==> src/rtl/ssv_pkg.sv <==
// Package for the shape side-from-volume block: field widths, shape codes
// and the exact rational shape constants k = num / den.
// No dependencies.
package ssv_pkg;

   localparam int OP_W = 2;
   localparam int VOL_W = 32;
   localparam int SIDE_W = 24;
   localparam int INT_BITS = 6;
   localparam int NUM_W = 31;
   localparam int DEN_W = 29;

   localparam logic [SIDE_W-1:0] SIDE_MAX = {SIDE_W{1'b1}};

   localparam logic [OP_W-1:0] OP_CUBE = 2'd0;
   localparam logic [OP_W-1:0] OP_SPHERE = 2'd1;
   localparam logic [OP_W-1:0] OP_CYLINDER = 2'd2;
   localparam logic [OP_W-1:0] OP_CONE = 2'd3;

   typedef logic [OP_W-1:0] op_type;

   // Numerator of k, with pi taken as 314159265 / 10^8.
   function automatic logic [NUM_W-1:0] shape_num(input op_type op);
      logic [NUM_W-1:0] num;
      case (op)
         OP_CUBE: num = 31'd1;
         OP_SPHERE: num = 31'd1256637060;
         OP_CYLINDER: num = 31'd314159265;
         OP_CONE: num = 31'd314159265;
         default: num = 31'd1;
      endcase
      return num;
   endfunction

   function automatic logic [DEN_W-1:0] shape_den(input op_type op);
      logic [DEN_W-1:0] den;
      case (op)
         OP_CUBE: den = 29'd1;
         OP_SPHERE: den = 29'd300000000;
         OP_CYLINDER: den = 29'd100000000;
         OP_CONE: den = 29'd300000000;
         default: den = 29'd1;
      endcase
      return den;
   endfunction

endpackage

==> src/rtl/ssv_root_stage.sv <==
// One root bit of the cube-root recurrence, split over two register stages:
// the first forms the trial increment, the second compares and updates.
// Depends on ssv_pkg.
module ssv_root_stage #(
   parameter int BIT = 0,
   parameter int LW = 22,
   parameter int WIDE = 98
) (
   input  logic clock,
   input  logic reset,
   input  logic advance,
   input  logic in_valid,
   input  logic [ssv_pkg::OP_W-1:0] in_op,
   input  logic [WIDE-1:0] in_rem,
   input  logic [WIDE-1:0] in_p1,
   input  logic [WIDE-1:0] in_p2,
   input  logic [LW-1:0] in_root,
   output logic out_valid,
   output logic [ssv_pkg::OP_W-1:0] out_op,
   output logic [WIDE-1:0] out_rem,
   output logic [WIDE-1:0] out_p1,
   output logic [WIDE-1:0] out_p2,
   output logic [LW-1:0] out_root
);
   import ssv_pkg::*;

   // rem = num * (volume * den * 2^s) / num - num * root^3, p1 = num * root,
   // p2 = num * root^2. Setting this bit of the root only needs shifts and adds.
   logic [WIDE-1:0] num_w;
   logic [WIDE-1:0] delta_in;
   logic [WIDE-1:0] p1c_in;
   logic [WIDE-1:0] p2c_in;

   logic a_valid_ff;
   op_type a_op_ff;
   logic [WIDE-1:0] a_rem_ff;
   logic [WIDE-1:0] a_p1_ff;
   logic [WIDE-1:0] a_p2_ff;
   logic [LW-1:0] a_root_ff;
   logic [WIDE-1:0] a_delta_ff;
   logic [WIDE-1:0] a_p1c_ff;
   logic [WIDE-1:0] a_p2c_ff;

   logic take;
   logic [WIDE-1:0] b_rem_in;
   logic [WIDE-1:0] b_p1_in;
   logic [WIDE-1:0] b_p2_in;
   logic [LW-1:0] b_root_in;

   logic b_valid_ff;
   op_type b_op_ff;
   logic [WIDE-1:0] b_rem_ff;
   logic [WIDE-1:0] b_p1_ff;
   logic [WIDE-1:0] b_p2_ff;
   logic [LW-1:0] b_root_ff;

   assign num_w = WIDE'(shape_num(in_op));

   always_comb begin
      delta_in = (in_p2 << BIT) + (in_p2 << (BIT + 1)) + (in_p1 << (2 * BIT))
               + (in_p1 << (2 * BIT + 1)) + (num_w << (3 * BIT));
      p1c_in = in_p1 + (num_w << BIT);
      p2c_in = in_p2 + (in_p1 << (BIT + 1)) + (num_w << (2 * BIT));
   end

   always_ff @(posedge clock) begin
      if (reset) begin
         a_valid_ff <= 1'b0;
      end else if (advance) begin
         a_valid_ff <= in_valid;
      end
      if (advance) begin
         a_op_ff <= in_op;
         a_rem_ff <= in_rem;
         a_p1_ff <= in_p1;
         a_p2_ff <= in_p2;
         a_root_ff <= in_root;
         a_delta_ff <= delta_in;
         a_p1c_ff <= p1c_in;
         a_p2c_ff <= p2c_in;
      end
   end

   always_comb begin
      take = a_rem_ff >= a_delta_ff;
      b_rem_in = take ? (a_rem_ff - a_delta_ff) : a_rem_ff;
      b_p1_in = take ? a_p1c_ff : a_p1_ff;
      b_p2_in = take ? a_p2c_ff : a_p2_ff;
      b_root_in = a_root_ff | (LW'(take) << BIT);
   end

   always_ff @(posedge clock) begin
      if (reset) begin
         b_valid_ff <= 1'b0;
      end else if (advance) begin
         b_valid_ff <= a_valid_ff;
      end
      if (advance) begin
         b_op_ff <= a_op_ff;
         b_rem_ff <= b_rem_in;
         b_p1_ff <= b_p1_in;
         b_p2_ff <= b_p2_in;
         b_root_ff <= b_root_in;
      end
   end

   assign out_valid = b_valid_ff;
   assign out_op = b_op_ff;
   assign out_rem = b_rem_ff;
   assign out_p1 = b_p1_ff;
   assign out_p2 = b_p2_ff;
   assign out_root = b_root_ff;

`ifndef SYNTHESIS
   // Bits below the one decided here must still be clear.
   assert property (@(posedge clock) disable iff (reset)
      b_valid_ff |-> ((b_root_ff & ((LW'(1) << BIT) - LW'(1))) == '0))
      else $error("root has bits set below the current position");

   // The running products must track the partial root exactly.
   assert property (@(posedge clock) disable iff (reset)
      b_valid_ff |-> (b_p1_ff == WIDE'(shape_num(b_op_ff)) * WIDE'(b_root_ff)))
      else $error("num * root product out of step with root");

   assert property (@(posedge clock) disable iff (reset)
      b_valid_ff |-> (b_p2_ff == WIDE'(shape_num(b_op_ff)) * WIDE'(b_root_ff)
                                 * WIDE'(b_root_ff)))
      else $error("num * root^2 product out of step with root");
`endif

endmodule

==> config.mk <==
export PLATFORM = sky130hd
export DESIGN_NAME = ssv_root_stage
export DESIGN_NICKNAME = d
export VERILOG_FILES = /design/src/rtl/ssv_pkg.sv /design/src/rtl/ssv_root_stage.sv
export SDC_FILE = /design/constraint.sdc
export NUM_CORES = 2
export LEC_CHECK = 0
export ABC_AREA = 1
export BUFFER_PORTS_ARGS = -buffer_cell sky130_fd_sc_hd__buf_2
export CAP_MARGIN = 20
export CORE_MARGIN = 2
export CORE_UTILIZATION = 25
export CTS_BUF_LIST = sky130_fd_sc_hd__clkbuf_8
export CTS_CLUSTER_SIZE = 10
export DETAILED_ROUTE_END_ITERATION = 8
export PLACE_DENSITY_LB_ADDON = 0.3
export REMOVE_ABC_BUFFERS = 1
export SLEW_MARGIN = 20
export SYNTH_ARGS = -nofsm -noshare
export SYNTH_HDL_FRONTEND = slang
export SYNTH_SLANG_ARGS = --single-unit
==> constraint.sdc <==
create_clock -name clock -period 4.65 [get_ports clock]
set_input_delay 1.1625 -clock clock [delete_from_list [all_inputs] [get_ports clock]]
set_output_delay 1.1625 -clock clock [all_outputs]
set_load 0.005 [all_outputs]
==> run summary <==
Status - completed
IO Count - 641
Post-route DRC violation count - 0
Mean Syn Cell Area - 8.04 sq um
CTS buffer count - 182
Post-CTS Hold Buffers - 0
Area growth syn-to-layout - 29.8%
Post-synth EDFFs - 930
Most frequent cells in the layout - 2171 x nand2_1, 1923 x inv_1, 1243 x buf_4
Die area - 294000 sq um
Multi-input logic area - 36800 sq um
Static Leak - 45.0 nW
Worst slew margin - 27.1%
Worst-skew pair later-pin latency - 1040 ps
Final WL - 391 mm
CP endpoint kind - register
Crit path kind - in -> reg
First-pass GRT wire length - 525 mm
Netlist cell types - 47
Worst slew pin tran - 1080 ps
Fmax - 220 MHz
Fin Clk Skew - 162 ps
Yosys reg bits - 932
Die H - 542 microns
Ys Warns - 0
Final RePlAce weighted congestion - 1.06
Top cells by area, synth - edfxtp_1 39%, nand2_1 11%, inv_1 9.8%
GRT Resource Usage Total - 25.9%
Initial antenna violation count - 33
Commonest non-fill, non-tap cell in the layout - nand2_1
DR pass1 iterations - 6
# nets final - 12134
Number of DRC markers in iteration 0 - 6358
Antenna-violating nets left - 0
Fill cells - 31288
Share of cells above drive strength 1 - 21.8%
Vias - 69675
R2R cell count - 15
Fin crit share - 97.9%
Largest net degree at the start of global routing - 97
Max-cap violations - 0
Max VDD drop - 357 uV
Initial core utilization - 25.1%
Synth async-reset ratio - 0%
Nature of the critical path startpoint - primary input
Critical R2R Capture - out_p1[30]$_DFFE_PP_
Final setup violation count - 0
CTS Sinks - 932
Cell taking the most area after synthesis - edfxtp_1
Yosys top cell area share - 38.6%
Die W - 542 microns
CTS tree - yes
Port bufs - 640
WP data required - 5400 ps
Synthesized cell area - 72400 sq um
RSZ-0062 raised after global routing - no
Crit path to - a_delta_ff[97]$_DFFE_PP_
Worst Hold Class - in -> reg
Main synth FF type - edfxtp_1
Clock root cell - clkbuf_8
Worst EP arrival - 5300 ps
Routed length per instance - 26.1 microns
Clock transition at path regs - 60 ps
Total core area - 288000 sq um
Clock H-tree levels - 4
Vias in the first global route - 68855
R2R setup slack - 740 ps
Row count - 197
Fin util - 32.6%
Final WS setup - 99.0 ps
Sequential-to-total area share from yosys stat - 38.6%
GRT Residual Overflow - 0
CP max FO - 4
Maximum root-to-sink buffer count - 4
DP HPWL - 341 mm
Mapped Cells - 8996
Tmin final - 4550 ps
Overall power - 52.2 mW
Setup crit start - in_p1[13]
Pwr dens - 556 nW/um^2
DP Worst Slack - -1000 ps
Avg Vias per Cell - 4.65
Slew Viols, Final - 0
Final Hold Fails - 0
Worst r2r src - a_delta_ff[45]$_DFFE_PP_
Area of all sequential standard cells - 28000 sq um
==> cell usage after synthesis, types with 11 or more instances <==
cell,instances
xnor2_1,48
nor2_2,16
xor2_1,227
fa_1,236
a21oi_1,530
o21ai_2,91
nand2_4,73
inv_2,21
o21ai_0,513
o21bai_1,42
a21boi_0,14
nor3_1,97
inv_1,1880
and2_1,11
nand2_1,2172
nor2_1,849
o21ai_1,12
nor4_1,27
edfxtp_1,930
nand4_1,156
nand3b_1,47
nand3_1,312
buf_2,36
nand2_2,31
o21a_1,11
clkbuf_1,24
ha_1,529
==> registers in the layout, summed over array words and instances (netlist names) <==
name,count
a_delta_ff,98
a_op_ff,2
a_p1_ff,98
a_p1c_ff,98
a_p2_ff,98
a_p2c_ff,98
a_rem_ff,98
a_root_ff,22
a_valid_ff,1
out_op,2
out_p1,98
out_p2,98
out_rem,98
out_root,22
out_valid,1
==> area by class of cell <==
type	instances	area share [%]
Multi-Input combinational cell	6085	39.2
Sequential cell	932	29.8
Timing Repair Buffer	1940	14.6
Inverter	1906	7.61
Tap cell	3781	5.04
Clock buffer	183	2.68
Clock inverter	143	1.15
Antenna cell	12	0.0320
==> logic make-up (layout without fill, tap and decap cells) <==
kind of cell    count (synthesis)  after routing  share of synthesized area, %
simple gates                 3817           3817                          22.5
buf+inv                      1979           4172                          10.6
xor+xnor                      275            275                          3.33
other cells                     0             12                             0
fa+ha+maj                     765            765                          15.7
compound gates               1228           1228                          9.26
flops                         932            932                          38.6
==> per-layer routing <==
layer	part of all wire [%]	vias to the layer above	wire length, microns	global-route usage, %
li1	-	32930	-	-
met1	44	33412	172000	35.2
met2	43	2772	167000	39.7
met3	7.1	549	27600	3.57
met4	6.1	12	24000	13.8
met5	0.019	-	73	0
==> worst min-delay path by stage <==
stage / slack [ps] / to / start / cells after the start
final: 340 / a_root_ff[4]$_DFFE_PP_ / in_root[4] / 1
after global routing: 290 / a_root_ff[4]$_DFFE_PP_ / in_root[4] / 1
after CTS: 220 / a_root_ff[4]$_DFFE_PP_ / in_root[4] / 1
after detailed placement: 400 / out_root[15]$_DFFE_PP_ / a_root_ff[15]$_DFFE_PP_ / 0
after global placement: 400 / out_root[6]$_DFFE_PP_ / a_root_ff[6]$_DFFE_PP_ / 0
after floorplan: 400 / out_op[0]$_DFFE_PP_ / a_op_ff[0]$_DFFE_PP_ / 0
==> worst max-delay path, cell delays in order <==
cell and delay, ps:
buf_2 90, inv_1 80, fa_1 550, inv_1 50, fa_1 520, buf_4 120, inv_1 50, fa_1 640
inv_1 80, ha_1 380, nand2_1 140, nor2_1 160, nand2_1 80, o21ai_0 460, nand2_1 100, nand2_1 230
nand2_1 120, buf_4 140, nand4_1 80, nand2_1 60
==> report_power, final <==
part	internal (mW)	total, mW	switching [mW]
sequential	12.4	13.4	1.05
clock	4.59	8.75	4.16
combinational	10.7	30.1	19.4
total	27.6	52.2	24.6
==> metrics by stage <==
stage	instances	hold slack, ps	TNS, ps	area [sq um]
6_report	14982	344	0	94000
5_1_grt	14971	290	0	93900
4_1_cts	14970	217	0	93900
3_5_place_dp	14644	405	-65670	90300
3_3_place_gp	14644	400	-64310	90300
2_1_floorplan	8923	400	-921350	71900
==> timing repair <==
item | 4_1_cts | 5_1_grt
setup buffers | 0 | 0
setup endpoints to repair | 0 | 19
resized for setup | 0 | 8
No activity file was read; power rests on OpenSTA's default activity.
